===== src/rtl/mks_pkg.sv =====
`timescale 1ns / 1ps
// mks_pkg: shared types and constants for the 4x4 keypad scanner.
// No dependencies; imported by every module under rtl/.
package mks_pkg;

	localparam int NIBBLE_W = 4;
	localparam int KEY_W    = 5;
	localparam int PHASE_W  = 2;

	localparam logic [NIBBLE_W-1:0]   NIBBLE_NONE = 4'hF;
	localparam logic [2*NIBBLE_W-1:0] BYTE_NONE   = 8'hFF;

	// reported phase codes
	localparam logic [PHASE_W-1:0] PH_CODE_IDLE    = 2'd0;
	localparam logic [PHASE_W-1:0] PH_CODE_DECODE  = 2'd1;
	localparam logic [PHASE_W-1:0] PH_CODE_RELEASE = 2'd2;

	localparam int                 KEY_COUNT = 16;
	localparam logic [KEY_W-1:0]   KEY_BASE  = 5'd4;

	// merged byte (col high nibble, row low nibble) for keys 4..19
	localparam logic [7:0] KEY_CODE [KEY_COUNT] = '{
		8'h77, 8'h7B, 8'h7D, 8'h7E,
		8'hB7, 8'hBB, 8'hBD, 8'hBE,
		8'hD7, 8'hDB, 8'hDD, 8'hDE,
		8'hE7, 8'hEB, 8'hED, 8'hEE
	};

	typedef enum logic [2:0] {
		PH_IDLE    = 3'b001,
		PH_DECODE  = 3'b010,
		PH_RELEASE = 3'b100
	} phase_t;

	typedef struct packed {
		logic [KEY_W-1:0]   key_number;
		logic               key_done;
		logic [PHASE_W-1:0] scan_phase;
	} result_t;

	function automatic logic [PHASE_W-1:0] phase_code(input phase_t ph);
		logic [PHASE_W-1:0] c;
		unique case (ph)
			PH_DECODE:  c = PH_CODE_DECODE;
			PH_RELEASE: c = PH_CODE_RELEASE;
			default:    c = PH_CODE_IDLE;
		endcase
		return c;
	endfunction

endpackage


===== src/rtl/mks_key_decode.sv =====
`timescale 1ns / 1ps
// mks_key_decode: maps a merged line byte to a key number.
// Depends on mks_pkg (KEY_CODE table).
module mks_key_decode import mks_pkg::*; (
	input  logic [2*NIBBLE_W-1:0] merged,
	output logic                  hit,
	output logic [KEY_W-1:0]      key_num
);

	// table entries are distinct, so at most one compare fires
	always_comb begin
		hit     = 1'b0;
		key_num = '0;
		for (int i = 0; i < KEY_COUNT; i++) begin
			if (merged == KEY_CODE[i]) begin
				hit     = 1'b1;
				key_num = KEY_BASE + KEY_W'(i);
			end
		end
	end

endmodule


===== src/rtl/mks_scan_step.sv =====
`timescale 1ns / 1ps
// mks_scan_step: scanner phase and key registers with next-state logic.
// Depends on mks_pkg and mks_key_decode.
module mks_scan_step import mks_pkg::*; (
	input  logic                clk,
	input  logic                arst_n,
	input  logic                step_en,
	input  logic [NIBBLE_W-1:0] row_sense,
	input  logic [NIBBLE_W-1:0] col_sense,
	output result_t             result
);

	phase_t            phase_q, phase_d;
	logic [KEY_W-1:0]  key_q, key_d;
	logic              done_d;
	logic              hit;
	logic [KEY_W-1:0]  key_num;
	logic [2*NIBBLE_W-1:0] merged;

	assign merged = {col_sense, row_sense};

	mks_key_decode u_decode (
		.merged  (merged),
		.hit     (hit),
		.key_num (key_num)
	);

	always_comb begin
		phase_d = phase_q;
		key_d   = key_q;
		done_d  = 1'b0;
		unique case (phase_q)
			PH_DECODE: begin
				if (merged != BYTE_NONE) begin
					if (hit) begin
						key_d = key_num;
					end
					phase_d = PH_RELEASE;
				end
			end
			PH_RELEASE: begin
				if (row_sense == NIBBLE_NONE) begin
					phase_d = PH_IDLE;
					done_d  = 1'b1;
				end
			end
			default: begin
				phase_d = (row_sense != NIBBLE_NONE) ? PH_DECODE : PH_IDLE;
			end
		endcase
	end

	assign result = '{key_number: key_d, key_done: done_d, scan_phase: phase_code(phase_d)};

	always_ff @(posedge clk or negedge arst_n) begin
		if (!arst_n) begin
			phase_q <= PH_IDLE;
			key_q   <= '0;
		end else if (step_en) begin
			phase_q <= phase_d;
			key_q   <= key_d;
		end
	end

endmodule


===== src/rtl/mks_out_skid.sv =====
`timescale 1ns / 1ps
// mks_out_skid: two-entry output register with skid slot for result requests.
// Depends on mks_pkg (result_t).
module mks_out_skid import mks_pkg::*; (
	input  logic    clk,
	input  logic    arst_n,
	input  logic    push,
	input  result_t push_data,
	output logic    full,
	output logic    out_valid,
	input  logic    out_stall,
	output result_t out_data
);

	logic    main_v_q, skid_v_q;
	result_t main_q, skid_q;
	logic    pop;

	assign pop       = main_v_q && !out_stall;
	assign out_valid = main_v_q;
	assign out_data  = main_q;
	assign full      = skid_v_q;

	always_ff @(posedge clk or negedge arst_n) begin
		if (!arst_n) begin
			main_v_q <= 1'b0;
			skid_v_q <= 1'b0;
		end else if (skid_v_q) begin
			// no push possible while skid is occupied
			if (pop) begin
				skid_v_q <= 1'b0;
			end
		end else if (push) begin
			if (main_v_q && !pop) begin
				skid_v_q <= 1'b1;
			end else begin
				main_v_q <= 1'b1;
			end
		end else if (pop) begin
			main_v_q <= 1'b0;
		end
	end

	always_ff @(posedge clk) begin
		if (skid_v_q) begin
			if (pop) begin
				main_q <= skid_q;
			end
		end else if (push) begin
			if (main_v_q && !pop) begin
				skid_q <= push_data;
			end else begin
				main_q <= push_data;
			end
		end
	end

endmodule


===== src/rtl/matrix_keypad_scanner.sv =====
`timescale 1ns / 1ps
// matrix_keypad_scanner: top level of the 4x4 keypad scanner.
// Depends on mks_pkg, mks_scan_step, mks_key_decode and mks_out_skid.
//
//  channel | handshake             | payload
//  --------+-----------------------+------------------------------------
//  in      | in_valid / in_stall   | row_sense[3:0], col_sense[3:0]
//  out     | out_valid / out_stall | key_number[4:0], key_done, scan_phase[1:0]
//
// One scan tick per cycle while in_stall is low: a request is stepped
// through the phase logic in the cycle it is accepted and its result is
// registered in the output stage (main register, or skid slot while main
// is held). Reset (arst_n low) returns the scanner to idle with key number
// zero and empties the output stage. in_stall rises only once the two-entry
// output stage is full; it is taken straight from a register.
module matrix_keypad_scanner import mks_pkg::*; (
	input  logic                clk,
	input  logic                arst_n,
	input  logic                in_valid,
	output logic                in_stall,
	input  logic [NIBBLE_W-1:0] row_sense,
	input  logic [NIBBLE_W-1:0] col_sense,
	output logic                out_valid,
	input  logic                out_stall,
	output logic [KEY_W-1:0]    key_number,
	output logic                key_done,
	output logic [PHASE_W-1:0]  scan_phase
);

	logic    accept;
	logic    buf_full;
	result_t step_res;
	result_t out_res;

	// a request is taken whenever the output stage has a free slot
	assign in_stall = buf_full;
	assign accept   = in_valid && !buf_full;

	// phase/key state advances only on an accepted tick
	mks_scan_step u_step (
		.clk       (clk),
		.arst_n    (arst_n),
		.step_en   (accept),
		.row_sense (row_sense),
		.col_sense (col_sense),
		.result    (step_res)
	);

	mks_out_skid u_out (
		.clk       (clk),
		.arst_n    (arst_n),
		.push      (accept),
		.push_data (step_res),
		.full      (buf_full),
		.out_valid (out_valid),
		.out_stall (out_stall),
		.out_data  (out_res)
	);

	assign key_number = out_res.key_number;
	assign key_done   = out_res.key_done;
	assign scan_phase = out_res.scan_phase;

	// a release pulse always leaves the scanner idle
	a_done_idle: assert property (@(posedge clk) disable iff (!arst_n)
		out_valid && key_done |-> scan_phase == PH_CODE_IDLE)
		else $error("key_done with scanner not idle");

	// the skid slot is only ever filled behind a full main register
	a_skid_order: assert property (@(posedge clk) disable iff (!arst_n)
		in_stall |-> out_valid)
		else $error("skid occupied with empty output register");

	// key number is zero or a table key
	a_key_range: assert property (@(posedge clk) disable iff (!arst_n)
		out_valid |-> (key_number == '0) || (key_number >= KEY_BASE && key_number <= 5'd19))
		else $error("key number out of range");

	// a stalled output holding a request does not lose it next cycle
	a_out_hold: assert property (@(posedge clk) disable iff (!arst_n)
		out_valid && out_stall |=> out_valid)
		else $error("stalled result dropped");

endmodule

===== config.mk =====
export PLATFORM = sky130hd
export DESIGN_NAME = matrix_keypad_scanner
export DESIGN_NICKNAME = d
export VERILOG_FILES = /design/src/rtl/mks_pkg.sv /design/src/rtl/mks_key_decode.sv /design/src/rtl/mks_scan_step.sv /design/src/rtl/mks_out_skid.sv /design/src/rtl/matrix_keypad_scanner.sv
export SDC_FILE = /design/constraint.sdc
export NUM_CORES = 1
export LEC_CHECK = 0
export ABC_AREA = 1
export BUFFER_PORTS_ARGS = -buffer_cell sky130_fd_sc_hd__buf_2
export CAP_MARGIN = 20
export CELL_PAD_IN_SITES_DETAIL_PLACEMENT = 1
export CELL_PAD_IN_SITES_GLOBAL_PLACEMENT = 2
export CORE_MARGIN = 2
export CORE_UTILIZATION = 32
export CTS_CLUSTER_SIZE = 8
export DETAILED_ROUTE_END_ITERATION = 6
export PLACE_DENSITY_LB_ADDON = 0.1
export SETUP_SLACK_MARGIN = 0.05
export SLEW_MARGIN = 5
export SYNTH_ARGS = -nofsm -noshare
export SYNTH_HDL_FRONTEND = slang
export SYNTH_SLANG_ARGS = --single-unit

===== constraint.sdc =====
create_clock -name clk -period 2.3 [get_ports clk]
set_input_delay 0 -clock clk [delete_from_list [all_inputs] [get_ports clk]]
set_output_delay 0 -clock clk [all_outputs]
set_load 0.01 [all_outputs]

[Yosys cells after proc, flatten, opt, wreduce, memory -nomap -nowiden]
Cells that the tools add are included.
Storage, ports and cells
  word-level logic and storage cells: 101
  output and inout port bits: 10
  input port bits: 12
  register bits after elaboration: 26
Operators by class
  multiplexer cells: 53
  bitwise gates (word level): 1
  reduce and logical (&&, ||, !) cells: 11
  eq/ne operators: 26
Operator list (number)
  == test 8 bit, second input constant: 12
  two-way mux 5 bit: 18
  == test 8 x 7 -> 1 bit, second input constant: 4
  two-way mux 8 bit: 4
  two-way mux 1 bit: 25
  two-way mux 3 bit: 3
  AND reduction 3 bit: 3
  != test 8 bit, second input constant: 1
  == test 3 x 2 -> 1 bit, second input constant: 2
  == test 3 bit, second input constant: 2
  case mux 3 bit (2 select lines): 1
  == test 4 bit, second input constant: 1
  != test 2 bit, second input constant: 2
  != test 4 bit, second input constant: 1
  case mux 2 bit (2 select lines): 1
  nonzero test 2 bit: 2
  logical AND 1 bit: 3
  zero test 1 bit: 3
  two-way mux 2 bit: 1
  != test 2 x 1 -> 1 bit, second input constant: 1
  NOT 1 bit: 1

[Longest topological paths before layout]
Gate-level depths: netlist (run 1).
  depth after elaboration: 23
  mapped depth: 12
  mapped depth without buffers: 12

[Modules after synthesis]
A second synthesis (run 1) with hierarchy kept.
Unflattened totals
  cell total of the unflattened synthesis: 203
  area, all modules: 1584.0 um2
By module, submodules not included
  mks_out_skid: cells an instance 62, area each 711.9 um2, seq. area each 530.5 um2, times used 1
  mks_scan_step: cells an instance 80, area each 571.8 um2, seq. area each 201.4 um2, times used 1
  mks_key_decode: cells an instance 59, area each 290.3 um2, seq. area each 0.0 um2, times used 1
  matrix_keypad_scanner: cells an instance 2, area each 10.0 um2, seq. area each 0.0 um2, times used 1

[Worst setup path after synthesis (run 1)]
OpenSTA, ideal clock, no wires.
  path kind: register to register
  start point: register u_out.skid_v_q, in the netlist u_out.full
  end point: register u_out.main_q, in the netlist u_out.out_data[0], enable pin
  setup time: 376 ps
  clock period less this slack: 1697 ps
  stages on the path, launching flop included: 6
  data arrival time: 1322 ps
  path slack: 603 ps
  required time: 1924 ps
  path buffers: 0
  cell sequence: dfrtp_1 -> inv_1 -> nand2_1 -> inv_1 -> a21oi_1 -> a21oi_1
On the way
  word-level cells in the longest chain between the ends: 4
  elaborated cells on any way between the ends: 6
  classes of those cells: eq/ne: 2; reduce/logical: 4
Ends and longest elaborated chain
  start, declared: RTL line mks_out_skid.sv:15  | logic main_v_q, skid_v_q;
  start signal, assigned: RTL line mks_out_skid.sv:27  | skid_v_q <= 1'b0;
  start signal, assigned: RTL line mks_out_skid.sv:31  | skid_v_q <= 1'b0;
  start signal, assigned: RTL line mks_out_skid.sv:35  | skid_v_q <= 1'b1;
  zero test 1 bit: RTL line matrix_keypad_scanner.sv:37  | assign accept = in_valid && !buf_full;
  logical AND 1 bit: RTL line matrix_keypad_scanner.sv:37
  nonzero test 2 bit (no line)
  AND reduction 3 bit (no line) *
  end signal, assigned: RTL line mks_out_skid.sv:47  | main_q <= skid_q;
  end signal, assigned: RTL line mks_out_skid.sv:53  | main_q <= push_data;
  end, declared: RTL line mks_out_skid.sv:16  | result_t main_q, skid_q;
Mark *: on every way between the ends. The rest lies on a longest branch, timed or not.
A chain may end at the register's enable or synchronous reset.

[Worst setup path after layout (run 1)]
  start point: register u_out.skid_v_q, in the netlist u_out.full
  end point: register u_out.main_q, in the netlist u_out.out_data[2], enable pin
Same word-level chain as after synthesis.

==> out/qor.csv, run 1 <==
stage,metric,value,unit
status,outcome,completed,
cts,CTS Buf Count,3,
layout,post-route cell area,1730,µm²
die,row count,24,
timing,Slew headroom,74.4,%
global_routing,met2 usage,24.7,%
logic_synthesis,#FFs+latches synth,26,
cts,CTS H-Tree Depth,1,
layout,fin nets,226,
timing,Setup Viol. Count Final,0,
setup_path,Startpoint Class,flip-flop,
worst_hold_path,Hold WC Path Type,input port to flip-flop,
timing,fin crit share,78.0,%
drt,1st-pass router iterations,4,
drt,Remaining DRCs,0,
logic_synthesis,Cells after Synth,186,
die,Core Area,4380,µm²
global_routing,vias in the first global route,1304,
placed_design,DP HPWL,2930,µm
logic_synthesis,Cell variety after synth,23,
logic_synthesis,Mapped Area,1470,µm²
cts,CTS tree,yes,
logic_synthesis,"Seq/Total Area, Yosys",49.9,%
drt,antenna-violating nets left,0,
die,chip width,71.7,µm
global_routing,Most Crowded Layer GR,met2,
setup_path,CP endpoint kind,flip-flop,
layout,"commonest non-fill, non-tap cell in the layout",nand2_1,
layout,most frequent cells in the layout,"nand2_1 (66), inv_1 (26), buf_2 (21), nor2_1 (19), edfxtp_1 (16)",
layout,Layout area overhead,18.2,%
drt,detailed-route via count,1228,
timing,Max Clock Freq,557,MHz
die,Starting Density,33.5,%
logic_synthesis,Yosys top cell area share,32.7,%
timing,Tmin final,1.79,ns
placed_design,I/O Buffers,21,
logic_synthesis,Yosys top cell by area,edfxtp_1,
power,leakage,0.870,nW
die,I/O pins,22,
cts,clock latency on the worst-skew pair,0.27,ns
placed_design,RePlAce Congestion,0.768,
power,Cell Pwr Density,1030,nW/µm²
cts,clk buf depth,2,
timing,RSZ-0062 raised after global routing,no,
drt,Detailed Route Iter0 Violations,19,
global_routing,initial antenna violation count,0,
cts,clock root cell,clkbuf_8,
layout,layout cells sized above 1,23.0,%
layout,Inserted Diodes,0,
setup_path,Worst EP required,2.29,ns
run,Max-Cap Viols,0,
timing,worst clock skew,0.00444,ns
logic_synthesis,Yosys warnings,0,
logic_synthesis,Mapped Nets,198,
setup_path,CP Class,flip-flop to flip-flop,
drt,Vias/cell,4.63,
timing,Final Hold Fails,0,
die,Die Span Y,71.7,µm
cts,Resized cells post-CTS,0,
timing,Least-Margin Pin Slew,0.384,ns
global_routing,first-pass GRT wire length,6050,µm
logic_synthesis,ranking of synthesized cells by area,"edfxtp_1 (33%), nand2_1 (17%), dfrtp_1 (15%)",
drt,Routed WL per cell,13.4,µm
power,peak supply drop,0.540,mV
setup_path,CP Data Arrival Time,1.78,ns
setup_path,CP max FO,14,
timing,Setup TNS Final,0,ns
global_routing,gr usage total,15.0,%
global_routing,GRT overflow,0,
cts,clock sink total,26,
placed_design,Post-DP Area,1650,µm²
timing,Max Slew Vio Count,0,
global_routing,met1 GRT Util,21.0,%
logic_synthesis,synthesized area per cell,7.89,µm²
global_routing,M3 GR Usage,3.52,%
global_routing,largest net degree at the start of global routing,16,
die,DIE AREA,5140,µm²
drt,Routed Wire Length,3540,µm
cts,Clock transition at path regs,0.09,ns
==> state kept, by name, summed over array words and instances (netlist names) <==
register	count
u_out.skid_q	8
u_out.out_data	8
u_step.key_q	5
u_step.phase_q	3
u_out.out_valid	1
u_out.full	1
==> logic make-up after synthesis <==
group,Yosys count,synth area share (%)
compound gates,17,7.08
buf+inv,29,7.42
flops,26,49.9
simple gates,114,35.6
==> synth_stat cells <==
| master | count |
|---|---|
| nand4_1 | 3 |
| nor3_2 | 2 |
| dfrtp_1 | 9 |
| nand2_1 | 66 |
| o2bb2ai_1 | 1 |
| clkbuf_1 | 2 |
| nor2_2 | 3 |
| nand3_4 | 1 |
| edfxtp_1 | 16 |
| nand3_1 | 7 |
| nor2_1 | 19 |
| a21oi_1 | 4 |
| o21ai_0 | 5 |
| and2_1 | 2 |
| dfstp_2 | 1 |
| o21ai_1 | 3 |
| inv_2 | 1 |
| nor2_4 | 2 |
| inv_1 | 26 |
| nand2_4 | 1 |
| nand2_2 | 6 |
| o21ai_2 | 4 |
| nor3_1 | 2 |
==> through the flow <==
step                      util (%)  power, mW  cells  hold slack [ns]  worst slack, ns
after floorplan                  -       1.19    186           -0.296            0.603
after global placement        37.7       1.41    260           -0.127            0.588
after detailed placement      37.7       1.44    260           -0.126            0.499
after CTS                     39.6       1.82    265           0.0153            0.485
after global routing          39.6       1.93    265           0.0347            0.280
final                         39.6       1.79    265           0.0253            0.505
==> final timing paths <==
check	cells past startpoint	start	to	slack (ns)
min in group asynchronous	2	arst_n	u_out.full	0.16
worst max register to register	6	u_out.full	u_out.out_data[2]	0.51
max in group asynchronous	2	arst_n	u_step.phase_q[0]	1.88
worst min-delay path	3	out_stall	u_out.out_valid	0.03
worst max-delay path	6	u_out.full	u_out.out_data[2]	0.51
worst min register to register	2	u_step.key_q[3]	u_step.key_q[3]	0.49
==> metal layers <==
layer	vias to the layer above	routed length (µm)
met4	0	13
met3	2	143
met5	-	0
met2	22	1650
met1	565	1730
li1	639	-
==> what timing repair did <==
action / 4_1_cts / 5_1_grt
hold buffers: 1 / 0
endpoints found under the hold margin: 10 / 0
buffers inserted: 0 / 0
==> final cells by class <==
| type | instances | area, µm² |
|---|---|---|
| Tap cell | 52 | 65.1 |
| Clock buffer | 3 | 41.3 |
| Timing Repair Buffer | 25 | 138 |
| Fill cell | 552 | 2650 |
| Sequential cell | 26 | 732 |
| Clock inverter | 1 | 30.0 |
| Multi-Input combinational cell | 131 | 627 |
| Inverter | 27 | 101 |
==> power breakdown <==
group	switching (mW)	internal (mW)	leakage, nW	total [mW]
Clock	0.139	0.233	0.0357	0.372
Combinational	0.412	0.212	0.555	0.624
Sequential	0.0829	0.710	0.280	0.793
==> critical path: stages, from the launching register on <==
cell and delay [ns]:
dfrtp_1 0.53, inv_1 0.23, nand2_1 0.09, inv_1 0.21
a21oi_1 0.09, a21oi_1 0.16, buf_4 0.20
Power figures use the tool's default switching activity.
==> inputs of run 2 (changes only) <==
- CORE_UTILIZATION: 32 -> 29
- clock period: 2.3 -> 1.6 ns (I/O delays scaled with it)
==> out/qor.csv, run 2 (synthesis results as in run 1) <==
stage,metric,value,unit,change
status,outcome,completed,,
run,Max-Cap Viols,0,,unchanged
global_routing,initial antenna violation count,0,,unchanged
timing,RSZ-0062 raised after global routing,no,,
setup_path,CP Data Arrival Time,1.51,ns,-0.27 ns
timing,Least-Margin Pin Slew,0.401,ns,+0.0171 ns
setup_path,CP cell instances,"nor3_2, inv_1, nor2_4, nand4_1, and2_1",,
layout,most frequent cells in the layout,"nand2_1 (66), inv_1 (26), buf_2 (21), nor2_1 (18), edfxtp_1 (16)",,
drt,antenna-violating nets left,0,,unchanged
drt,Vias/cell,4.43,,-4.3%
layout,Layout area overhead,21.2,%,
cts,clock sink total,26,,unchanged
placed_design,I/O Buffers,21,,unchanged
global_routing,largest net degree at the start of global routing,16,,unchanged
cts,CTS Buf Count,3,,unchanged
layout,Inserted Diodes,0,,unchanged
timing,Final Hold Fails,0,,unchanged
die,chip width,75.1,µm,+4.8%
setup_path,Startpoint Class,flip-flop,,
timing,worst clock skew,0.00679,ns,+0.00235 ns
drt,Remaining DRCs,0,,unchanged
global_routing,GRT overflow,0,,unchanged
drt,Routed Wire Length,3550,µm,+0.11%
timing,Setup Viol. Count Final,0,,unchanged
setup_path,CP Class,flip-flop to flip-flop,,
cts,CTS H-Tree Depth,1,,unchanged
setup_path,crit path max-delay cell type,dfrtp_1,,
timing,fin crit share,91.8,%,+14 points
setup_path,"CP delay by family, top",simple AND/OR/NAND/NOR gates,,
timing,Slew headroom,73.2,%,-1.2 points
cts,Clock transition at path regs,0.10,ns,about the same
die,row count,25,,+4.2%
setup_path,"Buf+Inv Stages, Crit Path",1,,-2
die,Die Span Y,75.1,µm,+4.8%
drt,1st-pass router iterations,4,,unchanged
timing,Max Slew Vio Count,0,,unchanged
placed_design,RePlAce Congestion,0.756,,-1.6%
placed_design,DP HPWL,2900,µm,-1.2%
layout,Finished Layout Cells,281,,+6.0%
power,Cell Pwr Density,1480,nW/µm²,+43%
setup_path,CP max FO,6,,-8
placed_design,Post-DP Area,1690,µm²,+2.0%
timing,Max Clock Freq,681,MHz,+22%
cts,clock latency on the worst-skew pair,0.27,ns,about the same
layout,post-route cell area,1780,µm²,+2.6%
global_routing,vias in the first global route,1205,,-7.6%
cts,postcts setup bufs,0,,unchanged
setup_path,CP max stage delay,0.41,ns,-0.12 ns
timing,Setup TNS Final,0,ns,unchanged
worst_hold_path,Hold WC Path Type,input port to flip-flop,,
setup_path,Worst EP required,1.64,ns,-0.65 ns
global_routing,first-pass GRT wire length,5840,µm,-3.4%
layout,fin nets,227,,+0.44%
layout,"commonest non-fill, non-tap cell in the layout",nand2_1,,
die,Starting Density,30.5,%,-3.0 points
timing,Tmin final,1.47,ns,-0.325 ns
global_routing,gr usage total,13.8,%,-1.2 points
layout,layout cells sized above 1,24.8,%,+1.8 points
power,leakage,0.879,nW,+0.95%
drt,detailed-route via count,1246,,+1.5%
cts,clk buf depth,2,,unchanged
cts,CTS tree,yes,,
timing,WHS,0.0504,ns,+0.0250 ns
placed_design,placed cells,276,,+6.2%
drt,Routed WL per cell,12.6,µm,-5.6%
power,peak supply drop,0.622,mV,+15%
die,Core Area,4820,µm²,+9.9%
die,I/O pins,22,,unchanged
cts,clock root cell,clkbuf_8,,
setup_path,CP endpoint kind,flip-flop,,
die,DIE AREA,5650,µm²,+9.7%
drt,Detailed Route Iter0 Violations,84,,+65
## run 2: cell types whose count changed in the layout (fill, tap and decap cells not counted)
cell     before  now
a21oi_1       4    3
a21oi_4       0    1
buf_4         3    4
nor2_1       19   18
nor2_2        3    4
nor3_1        2    1
nor3_2        2    3
## run 2: worst register-to-register path, delay by kind of cell (launching register included)
family                 cells  cell delay [ns]
flip-flops                 1             0.41
buffers and inverters      1             0.10
AND/OR/NAND/NOR            4             0.73
## run 2: per-layer routing
| layer | vias to the layer above | global-route usage, % | share of wire, % |
|---|---|---|---|
| met3 | 2 | 2.81 | 3.9 |
| met2 | 30 | 21.6 | 46 |
| met4 | 0 | 2.34 | 0.48 |
| li1 | 640 | - | - |
| met5 | - | 0 | 0 |
| met1 | 574 | 20.2 | 50 |
## run 2: path summary, 6_finish.rpt
| check | start | slack (ns) | endpoint | cells past startpoint |
|---|---|---|---|---|
| worst max register to register | u_step.phase_q[2] | 0.13 | u_out.skid_q[3] | 5 |
| worst min-delay path | out_stall | 0.05 | u_out.full | 3 |
| max in group asynchronous | arst_n | 1.23 | u_step.phase_q[0] | 2 |
| worst min register to register | u_step.key_q[0] | 0.49 | u_step.key_q[0] | 2 |
| worst max-delay path | u_step.phase_q[2] | 0.13 | u_out.skid_q[3] | 5 |
| min in group asynchronous | arst_n | 0.11 | u_step.phase_q[1] | 2 |
## run 2: repair_timing
item | 4_1_cts | 5_1_grt
hold buffers | 1 | 0
setup endpoints to repair | 0 | 15
endpoints found under the hold margin | 10 | 0
resized for setup | 0 | 2
## run 2: power by group
part / internal [mW] / switching, mW / leakage, nW / total [mW]
clock: 0.335 / 0.214 / 0.0357 / 0.549
sequential: 1.02 / 0.0940 / 0.280 / 1.12
combinational: 0.332 / 0.634 / 0.563 / 0.966
## run 2: cell type report
type                            count  area, µm²
Tap cell                           67       83.8
Timing Repair Buffer               26        145
Fill cell                         619       3040
Clock inverter                      1       30.0
Multi-Input combinational cell    131        646
Clock buffer                        3       41.3
Inverter                           27        101
Sequential cell                    26        732
## run 2: through the flow
stage	total power [mW]	setup WS, ns	utilization [%]
after floorplan	1.72	0.0912	-
after global placement	2.06	0.128	35.0
after detailed placement	2.10	0.0844	35.0
after CTS	2.66	0.0768	36.7
after global routing	2.83	0.0514	36.9
final	2.63	0.131	36.9
==> inputs of run 3 (changes only) <==
- CORE_UTILIZATION: 29 -> 31
- CTS_BUF_LIST: default -> sky130_fd_sc_hd__clkbuf_4 sky130_fd_sc_hd__clkbuf_8
==> out/qor.csv, run 3 (synthesis results as in run 1) <==
stage,metric,value,unit,change
setup_path,CP Class,flip-flop to flip-flop,,
layout,fin nets,230,,+1.3%
timing,Tmin final,1.44,ns,-0.0284 ns
setup_path,Worst EP required,1.64,ns,about the same
power,leakage,0.893,nW,+1.7%
setup_path,CP Data Arrival Time,1.49,ns,-0.02 ns
die,Starting Density,31.7,%,+1.2 points
die,I/O pins,22,,unchanged
timing,Max Clock Freq,694,MHz,+2.0%
cts,CTS tree,yes,,
cts,clock latency on the worst-skew pair,0.28,ns,about the same
global_routing,GRT overflow,0,,unchanged
setup_path,"reg-to-reg slack, setup",0.16,ns,+0.03 ns
drt,detailed-route via count,1253,,+0.56%
timing,Least-Margin Pin Slew,0.330,ns,-0.0711 ns
power,peak supply drop,0.749,mV,+20%
setup_path,Worst R2R Path Depth,6,,+1
drt,Detailed Route Iter0 Violations,91,,+8.3%
drt,antenna-violating nets left,0,,unchanged
placed_design,Post-DP Area,1670,µm²,-0.97%
timing,Final Hold Fails,0,,unchanged
layout,Finished Layout Cells,271,,-3.6%
drt,Routed WL per cell,13.4,µm,+6.4%
cts,clk buf depth,2,,unchanged
setup_path,worst flop-to-flop path startpoint,u_step.phase_q[2],,
cts,CTS Buf Count,3,,unchanged
timing,Setup Viol. Count Final,0,,unchanged
cts,Clock transition at path regs,0.10,ns,about the same
layout,most frequent cells in the layout,"nand2_1 (66), inv_1 (25), buf_2 (21), nor2_1 (18), edfxtp_1 (16)",,
placed_design,Setup WS pre-CTS,0.0775,ns,-0.00697 ns
die,Core Area,4630,µm²,-3.9%
placed_design,RePlAce Congestion,0.779,,+3.0%
cts,clock root cell,clkbuf_8,,
timing,worst clock skew,0.00996,ns,+0.00317 ns
placed_design,DP HPWL,2860,µm,-1.4%
drt,1st-pass router iterations,4,,unchanged
worst_hold_path,Hold WC Path Type,input port to flip-flop,,
global_routing,largest net degree at the start of global routing,16,,unchanged
layout,"commonest non-fill, non-tap cell in the layout",nand2_1,,
global_routing,vias in the first global route,1269,,+5.3%
timing,"Worst Setup Slack, final",0.159,ns,+0.0284 ns
setup_path,crit path capture,u_out.out_data[3],,
power,"Power, Total",2.67,mW,+1.5%
drt,Vias/cell,4.62,,+4.3%
setup_path,worst setup path startpoint,u_step.phase_q[2],,
die,Die Span Y,72.8,µm,-3.1%
cts,CTS H-Tree Depth,1,,unchanged
placed_design,I/O Buffers,21,,unchanged
timing,RSZ-0062 raised after global routing,no,,
setup_path,CP max FO,6,,unchanged
drt,Remaining DRCs,0,,unchanged
global_routing,first-pass GRT wire length,6020,µm,+2.9%
global_routing,gr usage total,14.9,%,+1.1 points
die,DIE AREA,5300,µm²,-6.1%
timing,Slew headroom,77.9,%,+4.7 points
die,row count,25,,unchanged
drt,Routed Wire Length,3640,µm,+2.7%
timing,Setup TNS Final,0,ns,unchanged
timing,fin crit share,90.1,%,-1.8 points
global_routing,initial antenna violation count,0,,unchanged
layout,layout cells sized above 1,26.3,%,+1.5 points
status,outcome,completed,,
setup_path,Startpoint Class,flip-flop,,
cts,clock sink total,26,,unchanged
die,chip width,72.8,µm,-3.1%
layout,Inserted Diodes,0,,unchanged
setup_path,r2r endpoint,u_out.out_data[3],,
placed_design,placed cells,263,,-4.7%
power,Cell Pwr Density,1490,nW/µm²,+0.87%
run,Max-Cap Viols,0,,unchanged
setup_path,CP endpoint kind,flip-flop,,
layout,Layout area overhead,22.0,%,
layout,post-route cell area,1790,µm²,+0.63%
timing,Max Slew Vio Count,0,,unchanged
==> run 3: cell count changes in the layout (fill, tap and decap cells not counted), sizes merged <==
cell  change
buf       +3
==> run 3: final cells by class <==
class	count	area (µm²)
multi-input cells	131	651
inverters	27	101
clock inverters	1	30.0
fillers	572	2840
flip-flops and latches	26	732
clock buffers	3	41.3
repair buffers	29	168
well taps	54	67.6
==> run 3: metal layers <==
metal / GRT usage, % / routed length (µm) / vias to the layer above
met5: 0 / 0 / -
met1: 21.6 / 1850 / 579
met3: 2.90 / 108 / 4
met2: 23.4 / 1650 / 21
met4: 3.09 / 25 / 0
li1: - / - / 649
==> run 3: metrics by stage <==
stage          hold slack (ns)  utilization (%)
2_1_floorplan           -0.296                -
3_3_place_gp            -0.123             36.1
4_1_cts                 0.0172             37.8
5_1_grt                 0.0832             38.7
6_report                0.0496             38.7
3_5_place_dp            -0.119             36.1
==> run 3: worst min path at each step <==
stage | cells past startpoint | startpoint | slack, ns | endpoint
global route | 3 | out_stall | 0.08 | u_out.full
floorplan | 0 | arst_n | -0.30 | u_out.full
CTS | 3 | out_stall | 0.02 | u_out.full
global placement | 1 | arst_n | -0.12 | u_out.full
finish | 3 | out_stall | 0.05 | u_out.full
detailed placement | 1 | arst_n | -0.12 | u_out.full
==> run 3: timing repair <==
action	4_1_cts	5_1_grt
setup endpoints to repair	0	25
hold buffers	1	0
buffers inserted	0	3
gates resized for setup	0	4
endpoints found under the hold margin	10	0
==> run 3: critical path, cell delays in order (launching register included) <==
cell and delay (ns):
dfrtp_1 0.40, nor3_2 0.18, inv_2 0.07, nor2_4 0.18, nand4_1 0.19, nand3_1 0.13, nand2_1 0.05
==> run 3: power by group <==
part	leakage (nW)	switching, mW	internal, mW	total, mW
logic	0.578	0.648	0.361	1.01
registers	0.280	0.0906	1.02	1.11
clock network	0.0357	0.213	0.335	0.548
